## src/rtl/pvlr_pkg.sv

```systemverilog
// shared constants, types and controller/datapath command and status structs for the
// path violation length ratio block; no dependencies
package pvlr_pkg;

  localparam int JOINTS     = 6;
  localparam int POS_W      = 24;
  localparam int DIFF_W     = POS_W + 1;
  localparam int PROD_W     = 2 * DIFF_W;
  localparam int SQ_W       = 52;
  localparam int ROOT_W     = SQ_W / 2;
  localparam int SUM_W      = 40;
  localparam int RATIO_FRAC = 16;
  localparam int RATIO_W    = RATIO_FRAC + 1;
  localparam int CNT_W      = 5;
  localparam int JIDX_W     = (JOINTS > 1) ? $clog2(JOINTS) : 1;

  localparam logic [SUM_W-1:0] SUM_MAX = '1;

  typedef logic signed [POS_W-1:0] pos_t;

  typedef struct packed {
    logic              load;
    logic              sq_mul;
    logic              sq_acc;
    logic [JIDX_W-1:0] joint;
    logic              root_init;
    logic              root_step;
    logic              accum;
    logic              div_step;
    logic              div_first;
    logic              out_load;
    logic              clear;
  } ctrl_cmd_t;

  typedef struct packed {
    logic have_prev;
    logic last;
    logic len_zero;
  } dp_status_t;

endpackage

```

## src/rtl/pvlr_if.sv

```systemverilog
// request channels of the path violation length ratio block
// depends on pvlr_pkg
interface pvlr_in_if;
  logic          valid;
  logic          ready;
  pvlr_pkg::pos_t position_0;
  pvlr_pkg::pos_t position_1;
  pvlr_pkg::pos_t position_2;
  pvlr_pkg::pos_t position_3;
  pvlr_pkg::pos_t position_4;
  pvlr_pkg::pos_t position_5;
  logic          edge_valid;
  logic          last_point;

  modport source (output valid, position_0, position_1, position_2, position_3,
                  position_4, position_5, edge_valid, last_point, input ready);
  modport sink (input valid, position_0, position_1, position_2, position_3,
                position_4, position_5, edge_valid, last_point, output ready);
endinterface

interface pvlr_out_if;
  logic                            valid;
  logic                            ready;
  logic [pvlr_pkg::RATIO_W-1:0]    violation_ratio;
  logic [pvlr_pkg::SUM_W-1:0]      path_length;

  modport source (output valid, violation_ratio, path_length, input ready);
  modport sink (input valid, violation_ratio, path_length, output ready);
endinterface

```

## src/rtl/pvlr_dp.sv

```systemverilog
// datapath: point registers, shared squarer, bit-serial square root,
// saturating sums, restoring divider and result register; uses pvlr_pkg
module pvlr_dp (
  input  logic                          clk,
  input  logic                          rst_n,
  input  pvlr_pkg::ctrl_cmd_t           cmd,
  input  pvlr_pkg::pos_t                pos_in [pvlr_pkg::JOINTS],
  input  logic                          edge_valid_in,
  input  logic                          last_in,
  output pvlr_pkg::dp_status_t          status,
  output logic [pvlr_pkg::RATIO_W-1:0]  ratio_out,
  output logic [pvlr_pkg::SUM_W-1:0]    total_out
);

  pvlr_pkg::pos_t cur_r  [pvlr_pkg::JOINTS];
  pvlr_pkg::pos_t prev_r [pvlr_pkg::JOINTS];
  logic                           valid_r, last_r, have_prev_r;
  logic [pvlr_pkg::PROD_W-1:0]    prod_r;
  logic [pvlr_pkg::SQ_W-1:0]      acc_r, x_r, res_r, bit_r;
  logic [pvlr_pkg::SUM_W-1:0]     len_r, inv_r, rem_r;
  logic [pvlr_pkg::RATIO_W-1:0]   q_r;
  logic [pvlr_pkg::RATIO_W-1:0]   ratio_r;
  logic [pvlr_pkg::SUM_W-1:0]     total_r;

  logic signed [pvlr_pkg::DIFF_W-1:0] diff;
  logic [pvlr_pkg::DIFF_W-1:0]        mag;
  logic [pvlr_pkg::SQ_W-1:0]          trial_root;
  logic [pvlr_pkg::ROOT_W-1:0]        root;
  logic [pvlr_pkg::SUM_W:0]           len_sum, inv_sum;
  logic [pvlr_pkg::SUM_W:0]           trial_div;
  logic                               div_ge;

  always_comb begin
    diff = pvlr_pkg::DIFF_W'(cur_r[cmd.joint]) - pvlr_pkg::DIFF_W'(prev_r[cmd.joint]);
    mag  = diff[pvlr_pkg::DIFF_W-1] ? pvlr_pkg::DIFF_W'(-diff) : pvlr_pkg::DIFF_W'(diff);
    trial_root = res_r + bit_r;
    root    = res_r[pvlr_pkg::ROOT_W-1:0];
    len_sum = {1'b0, len_r} + (pvlr_pkg::SUM_W+1)'(root);
    inv_sum = {1'b0, inv_r} + (pvlr_pkg::SUM_W+1)'(root);
    trial_div = cmd.div_first ? {1'b0, inv_r} : {rem_r, 1'b0};
    div_ge    = trial_div >= {1'b0, len_r};
  end

  always_ff @(posedge clk) begin
    if (cmd.load) begin
      cur_r   <= pos_in;
      valid_r <= edge_valid_in;
      last_r  <= last_in;
      prod_r  <= '0;
      acc_r   <= '0;
    end else begin
      if (cmd.sq_mul) prod_r <= mag * mag;
      if (cmd.sq_acc) acc_r <= acc_r + pvlr_pkg::SQ_W'(prod_r);
    end
    if (cmd.root_init) begin
      x_r   <= acc_r;
      res_r <= '0;
      bit_r <= pvlr_pkg::SQ_W'(1) << (pvlr_pkg::SQ_W - 2);
    end else if (cmd.root_step) begin
      if (x_r >= trial_root) begin
        x_r   <= x_r - trial_root;
        res_r <= (res_r >> 1) + bit_r;
      end else begin
        res_r <= res_r >> 1;
      end
      bit_r <= bit_r >> 2;
    end
    if (cmd.accum) prev_r <= cur_r;
    if (cmd.div_step) begin
      rem_r <= div_ge ? pvlr_pkg::SUM_W'(trial_div - {1'b0, len_r})
                      : pvlr_pkg::SUM_W'(trial_div);
      q_r   <= {q_r[pvlr_pkg::RATIO_W-2:0], div_ge};
    end
    if (cmd.out_load) begin
      ratio_r <= (len_r == '0) ? '0 : q_r;
      total_r <= len_r;
    end
  end

  // running sums and the path-open flag, cleared at reset and when a result is loaded
  always_ff @(posedge clk) begin
    if (!rst_n || cmd.clear) begin
      have_prev_r <= 1'b0;
      len_r       <= '0;
      inv_r       <= '0;
    end else if (cmd.accum) begin
      have_prev_r <= 1'b1;
      if (have_prev_r) begin
        len_r <= len_sum[pvlr_pkg::SUM_W] ? pvlr_pkg::SUM_MAX : len_sum[pvlr_pkg::SUM_W-1:0];
        if (!valid_r)
          inv_r <= inv_sum[pvlr_pkg::SUM_W] ? pvlr_pkg::SUM_MAX : inv_sum[pvlr_pkg::SUM_W-1:0];
      end
    end
  end

  assign status.have_prev = have_prev_r;
  assign status.last      = last_r;
  assign status.len_zero  = (len_r == '0);
  assign ratio_out = ratio_r;
  assign total_out = total_r;

endmodule

```

## src/rtl/pvlr_ctrl.sv

```systemverilog
// controller: sequences squaring, square root and accumulation for each point
// and division for the last point of a path, and holds the result valid flag; uses pvlr_pkg
module pvlr_ctrl (
  input  logic                  clk,
  input  logic                  rst_n,
  input  logic                  in_valid,
  output logic                  in_ready,
  output logic                  out_valid,
  input  logic                  out_ready,
  input  pvlr_pkg::dp_status_t  status,
  output pvlr_pkg::ctrl_cmd_t   cmd
);

  typedef enum logic [3:0] {
    S_IDLE, S_SQ, S_FLUSH, S_RINIT, S_ROOT, S_ACC, S_CHK, S_DIV, S_OUT
  } state_t;

  localparam logic [pvlr_pkg::CNT_W-1:0] SQ_LAST   = pvlr_pkg::CNT_W'(pvlr_pkg::JOINTS - 1);
  localparam logic [pvlr_pkg::CNT_W-1:0] ROOT_LAST = pvlr_pkg::CNT_W'(pvlr_pkg::ROOT_W - 1);
  localparam logic [pvlr_pkg::CNT_W-1:0] DIV_LAST  = pvlr_pkg::CNT_W'(pvlr_pkg::RATIO_W - 1);

  state_t                      state_r, state_nxt;
  logic [pvlr_pkg::CNT_W-1:0]  cnt_r, cnt_nxt;
  logic                        out_valid_r, out_valid_nxt;
  logic                        slot_free;

  assign slot_free = !out_valid_r || out_ready;

  always_comb begin
    state_nxt     = state_r;
    cnt_nxt       = cnt_r;
    out_valid_nxt = out_valid_r && !out_ready;
    cmd           = '0;
    cmd.joint     = cnt_r[pvlr_pkg::JIDX_W-1:0];
    case (state_r)
      S_IDLE: begin
        if (in_valid) begin
          cmd.load  = 1'b1;
          cnt_nxt   = '0;
          state_nxt = status.have_prev ? S_SQ : S_ACC;
        end
      end
      S_SQ: begin
        cmd.sq_mul = 1'b1;
        cmd.sq_acc = 1'b1;
        cnt_nxt    = cnt_r + 1'b1;
        if (cnt_r == SQ_LAST) state_nxt = S_FLUSH;
      end
      S_FLUSH: begin
        cmd.sq_acc = 1'b1;
        state_nxt  = S_RINIT;
      end
      S_RINIT: begin
        cmd.root_init = 1'b1;
        cnt_nxt       = '0;
        state_nxt     = S_ROOT;
      end
      S_ROOT: begin
        cmd.root_step = 1'b1;
        cnt_nxt       = cnt_r + 1'b1;
        if (cnt_r == ROOT_LAST) state_nxt = S_ACC;
      end
      S_ACC: begin
        cmd.accum = 1'b1;
        cnt_nxt   = '0;
        state_nxt = status.last ? S_CHK : S_IDLE;
      end
      S_CHK: begin
        state_nxt = status.len_zero ? S_OUT : S_DIV;
      end
      S_DIV: begin
        cmd.div_step  = 1'b1;
        cmd.div_first = (cnt_r == '0);
        cnt_nxt       = cnt_r + 1'b1;
        if (cnt_r == DIV_LAST) state_nxt = S_OUT;
      end
      S_OUT: begin
        if (slot_free) begin
          cmd.out_load  = 1'b1;
          cmd.clear     = 1'b1;
          out_valid_nxt = 1'b1;
          state_nxt     = S_IDLE;
        end
      end
      default: state_nxt = S_IDLE;
    endcase
  end

  always_ff @(posedge clk) begin
    if (!rst_n) begin
      state_r     <= S_IDLE;
      cnt_r       <= '0;
      out_valid_r <= 1'b0;
    end else begin
      state_r     <= state_nxt;
      cnt_r       <= cnt_nxt;
      out_valid_r <= out_valid_nxt;
    end
  end

  assign in_ready  = (state_r == S_IDLE);
  assign out_valid = out_valid_r;

endmodule

```

## src/rtl/path_violation_length_ratio.sv

```systemverilog
// A path point is taken only while the block is idle. A point that closes an
// edge passes through the shared squarer one joint at a time, then through
// the bit-serial square root and the accumulation step; the first point of a
// path goes straight to accumulation. A last point adds a check step, the
// restoring divider (skipped for a zero-length path) and a step that loads
// the result register once it is free; that register may still be waiting
// for the sink while the next path starts.
module path_violation_length_ratio (
  input  logic       clk,
  input  logic       rst_n,
  pvlr_in_if.sink    in_if,
  pvlr_out_if.source out_if
);

  pvlr_pkg::ctrl_cmd_t  cmd;
  pvlr_pkg::dp_status_t status;
  pvlr_pkg::pos_t       pos [pvlr_pkg::JOINTS];

  assign pos[0] = in_if.position_0;
  assign pos[1] = in_if.position_1;
  assign pos[2] = in_if.position_2;
  assign pos[3] = in_if.position_3;
  assign pos[4] = in_if.position_4;
  assign pos[5] = in_if.position_5;

  pvlr_ctrl u_ctrl (
    .clk       (clk),
    .rst_n     (rst_n),
    .in_valid  (in_if.valid),
    .in_ready  (in_if.ready),
    .out_valid (out_if.valid),
    .out_ready (out_if.ready),
    .status    (status),
    .cmd       (cmd)
  );

  pvlr_dp u_dp (
    .clk           (clk),
    .rst_n         (rst_n),
    .cmd           (cmd),
    .pos_in        (pos),
    .edge_valid_in (in_if.edge_valid),
    .last_in       (in_if.last_point),
    .status        (status),
    .ratio_out     (out_if.violation_ratio),
    .total_out     (out_if.path_length)
  );

endmodule

```

## src/flat_wrapper.sv

```systemverilog
// flat-port wrapper written by rule: the top's interface ports become plain ports
module path_violation_length_ratio_flat 
  (clk, rst_n, in_if_valid, in_if_position_0, in_if_position_1, in_if_position_2, in_if_position_3, in_if_position_4, in_if_position_5, in_if_edge_valid, in_if_last_point, in_if_ready, out_if_valid, out_if_violation_ratio, out_if_path_length, out_if_ready);
  pvlr_in_if in_if_i ();
  pvlr_out_if out_if_i ();
  input  logic clk;
  input  logic rst_n;
  input wire logic [$bits(in_if_i.valid)-1:0] in_if_valid;
  input wire logic [$bits(in_if_i.position_0)-1:0] in_if_position_0;
  input wire logic [$bits(in_if_i.position_1)-1:0] in_if_position_1;
  input wire logic [$bits(in_if_i.position_2)-1:0] in_if_position_2;
  input wire logic [$bits(in_if_i.position_3)-1:0] in_if_position_3;
  input wire logic [$bits(in_if_i.position_4)-1:0] in_if_position_4;
  input wire logic [$bits(in_if_i.position_5)-1:0] in_if_position_5;
  input wire logic [$bits(in_if_i.edge_valid)-1:0] in_if_edge_valid;
  input wire logic [$bits(in_if_i.last_point)-1:0] in_if_last_point;
  output wire logic [$bits(in_if_i.ready)-1:0] in_if_ready;
  output wire logic [$bits(out_if_i.valid)-1:0] out_if_valid;
  output wire logic [$bits(out_if_i.violation_ratio)-1:0] out_if_violation_ratio;
  output wire logic [$bits(out_if_i.path_length)-1:0] out_if_path_length;
  input wire logic [$bits(out_if_i.ready)-1:0] out_if_ready;
  assign in_if_i.valid = in_if_valid;
  assign in_if_i.position_0 = in_if_position_0;
  assign in_if_i.position_1 = in_if_position_1;
  assign in_if_i.position_2 = in_if_position_2;
  assign in_if_i.position_3 = in_if_position_3;
  assign in_if_i.position_4 = in_if_position_4;
  assign in_if_i.position_5 = in_if_position_5;
  assign in_if_i.edge_valid = in_if_edge_valid;
  assign in_if_i.last_point = in_if_last_point;
  assign in_if_ready = in_if_i.ready;
  assign out_if_valid = out_if_i.valid;
  assign out_if_violation_ratio = out_if_i.violation_ratio;
  assign out_if_path_length = out_if_i.path_length;
  assign out_if_i.ready = out_if_ready;
  path_violation_length_ratio u_core (.clk(clk), .rst_n(rst_n), .in_if(in_if_i), .out_if(out_if_i));
endmodule
```

## config.mk

```make
export PLATFORM = sky130hd
export DESIGN_NAME = path_violation_length_ratio_flat
export DESIGN_NICKNAME = d
export VERILOG_FILES = /design/src/rtl/pvlr_pkg.sv /design/src/rtl/pvlr_if.sv /design/src/rtl/pvlr_dp.sv /design/src/rtl/pvlr_ctrl.sv /design/src/rtl/path_violation_length_ratio.sv /design/src/flat_wrapper.sv
export SDC_FILE = /design/constraint.sdc
export NUM_CORES = 2
export LEC_CHECK = 0
export ABC_CLOCK_PERIOD_IN_PS = 18450
export BUFFER_PORTS_ARGS = -buffer_cell sky130_fd_sc_hd__buf_2
export CORE_ASPECT_RATIO = 1.5
export CORE_MARGIN = 2
export CORE_UTILIZATION = 35
export DETAILED_ROUTE_END_ITERATION = 6
export SYNTH_ARGS = -nofsm -noshare
export SYNTH_HDL_FRONTEND = slang
export SYNTH_HIERARCHICAL = 1
export SYNTH_SLANG_ARGS = --single-unit
export TNS_END_PERCENT = 50
```

## constraint.sdc

```tcl
create_clock -name clk -period 18.45 [get_ports clk]
set_clock_uncertainty 0.05 [all_clocks]
set_input_delay 1.845 -clock clk [delete_from_list [all_inputs] [get_ports clk]]
set_output_delay 1.845 -clock clk [all_outputs]
set_load 0.01 [all_outputs]
```

==> run metrics <==
first-pass GRT wire length=264 mm; die area=0.175 mm2; final slew viol count=0; clock sinks=726; cts bufs inserted=79; Async SR Flop Fraction=0; initial drt markers=2917; Hold Path Depth=0; H-tree depth=3; post-synthesis sequential area ratio=0.318; vias per cell=5.34; num rows=186; CTS max path bufs=3; Critical Path RT=18.96 ns; postcts setup bufs=0; 1st-pass router iterations=7; Hold Crit Endpoint=u_core/u_dp/prev_r[9]; Mapped Area=0.0601 mm2; wire length per cell=19.7 um; share of cells above drive strength 1=0.0975; register area=0.0191 mm2; Finished Core Util=0.388; DIE HEIGHT=511 um; fillers=17000; Period minus WS final=14.01 ns; Max Clk Rate=71.4 MHz; Startpoint Class=flop; Routability Congestion=0.943; most used cell, CP=fa_1; Die Wd=342 um; vias in the first global route=47500; post-synth cell types=106; Syn Area/Cell=9.89 um2; CTS Root Buffer Type=clkbuf_16; Total Neg Setup Slack=0 ns; top-count cell post-synth=inv_1; Routed Antenna Nets=0; Hold Vio Cnt, Final=0; Hold Buf Count CTS=0; Final nets=7300; Synth Register Bits=726; Post-Synthesis Cells=6075; CP max stage delay=0.87 ns; share of the synthesized area in the top cell type=0.228; cell family contributing the most delay on the critical path=adder cells; RSZ-0062 raised after global routing=false; R2R setup slack=4.44 ns; top cells by area, synth=edfxtp_1 (23%), fa_1 (16%), ha_1 (9.5%), dfxtp_1 (9.0%), inv_1 (4.3%); core area=0.171 mm2; Ys Warns=6; Skew-Pair Late Insertion Delay=0.70 ns; DRC errors left=0; most frequent cells after synthesis=inv_1 (682), nor2_1 (533), nand2_1 (476); CP Buf/Inv Count=6; CTS clk-pin slew, worst paths=0.08 ns; RR Startpoint=u_core/u_ctrl/cnt_r[0]; area grow syn2layout=10.2%; Final period util=0.759; setup violators final=0; I/O Buffers=208; Post-synth EDFFs=456; dpl hpwl=131 mm; Max-Cap Viols=0; multi-input combinational cell area=0.0376 mm2; I/O pin count=209; post-CTS sizing=0; status=finished, final reports clean; Critical-path top delay cell=dfxtp_4; Top FF cell, synth=edfxtp_1; Total GRT Usage=0.191; RR Endpoint=u_core/u_dp/prod_r[49]; worst reg2reg path depth=39; largest net degree at the start of global routing=181; crit-path max FO=44; Starting Density=0.352; worst slew pin tran=1.25 ns; CP arrival=14.52 ns; area leader, netlist=edfxtp_1; Overflow after GRT=0; initial antenna violation count=3; min-delay src=u_core/u_dp/cur_r[9]; Vias=45600; number of diodes=0; Slew headroom=0.167; CP Class=reg -> reg; crit end category=flop; total wire length=168 mm; CTS tree=built; Hold WC Path Type=reg -> reg
## routing by layer
layer  track usage  vias up  share of wire
met5             0        -        0.00017
met1         0.210    22300           0.38
met4         0.102        4          0.059
met2         0.352     1372           0.52
met3        0.0233      482          0.045
li1              -    21500              -
## kinds of logic after synthesis
group	count (synthesis)	synth area share
buf+inv	916	0.0586
other cells	2	0.000125
simple gates	1558	0.120
compound gates	1322	0.142
xor+xnor	345	0.0512
mux	276	0.0576
flops	726	0.318
fa+ha+maj	930	0.253
## stage by stage
stage	setup slack (ns)	std cells	area, um2	hold slack (ns)
5_1_grt	3.73	8541	66200	0.401
4_1_cts	4.50	8541	66200	0.376
2_1_floorplan	4.33	6091	60100	0.368
3_5_place_dp	4.56	8395	63700	0.379
3_3_place_gp	4.72	8395	63700	0.374
6_report	4.44	8541	66200	0.378
## cells in the final DEF (no fill, tap or decap), types with 59 or more instances in the layout
cell       count
inv_1        681
nand2_1      476
dfxtp_1      268
o21ai_0      280
a211oi_1      59
buf_2        208
ha_1         457
xnor2_1      190
mux2_2        79
nor2_1       532
a21oi_1      362
buf_4         64
edfxtp_1     456
nand2b_1      59
a31oi_1       75
clkbuf_16     80
fa_1         473
a21o_1       168
nor2b_1       70
nand3_1       79
xor2_1       146
mux2i_1      149
## flip-flops by register name, indices dropped and copies added (netlist names), 49 cells and up
signal / flops
u_core/u_dp/x_r: 52
u_core/u_dp/acc_r: 52
u_core/u_dp/prev_r: 144
u_core/u_dp/prod_r: 49
u_core/u_dp/res_r: 52
u_core/u_dp/cur_r: 144
## how the worst max path moves through the flow
stage	slack, ns	cells past startpoint	start	end
final	4.44	39	u_core/u_ctrl/cnt_r[0]	u_core/u_dp/prod_r[49]
after global placement	4.72	40	u_core/u_ctrl/cnt_r[0]	u_core/u_dp/prod_r[49]
after CTS	4.50	39	u_core/u_ctrl/cnt_r[0]	u_core/u_dp/prod_r[42]
after global routing	3.73	38	u_core/u_ctrl/cnt_r[0]	u_core/u_dp/prod_r[49]
after floorplan	4.33	10	u_core/u_ctrl/state_r[2]	u_core/u_dp/inv_r[35]
after detailed placement	4.56	39	u_core/u_ctrl/cnt_r[0]	u_core/u_dp/prod_r[42]
## worst register-to-register path: cells and delay by family (launching register included)
family	cells	cell delay (ns)
multiplexers	2	0.73
XOR/XNOR	1	0.40
buffers and inverters	6	1.70
flip-flops	1	0.87
AND/OR/NAND/NOR	6	1.56
adder cells (fa/ha/maj)	10	4.57
AO/OA/AOI/OAI	14	4.02
## final cells by class
cell class / count / share of cell area
multi-input cells: 4449 / 0.568
inverters: 691 / 0.0392
clock inverters: 49 / 0.00622
repair buffers: 273 / 0.0233
clock buffers: 97 / 0.0317
flip-flops and latches: 726 / 0.289
well taps: 2256 / 0.0426
Power is left out: the tool's default activity adds up to more than one toggle a clock period on the data nets, which glitch-free logic cannot reach.
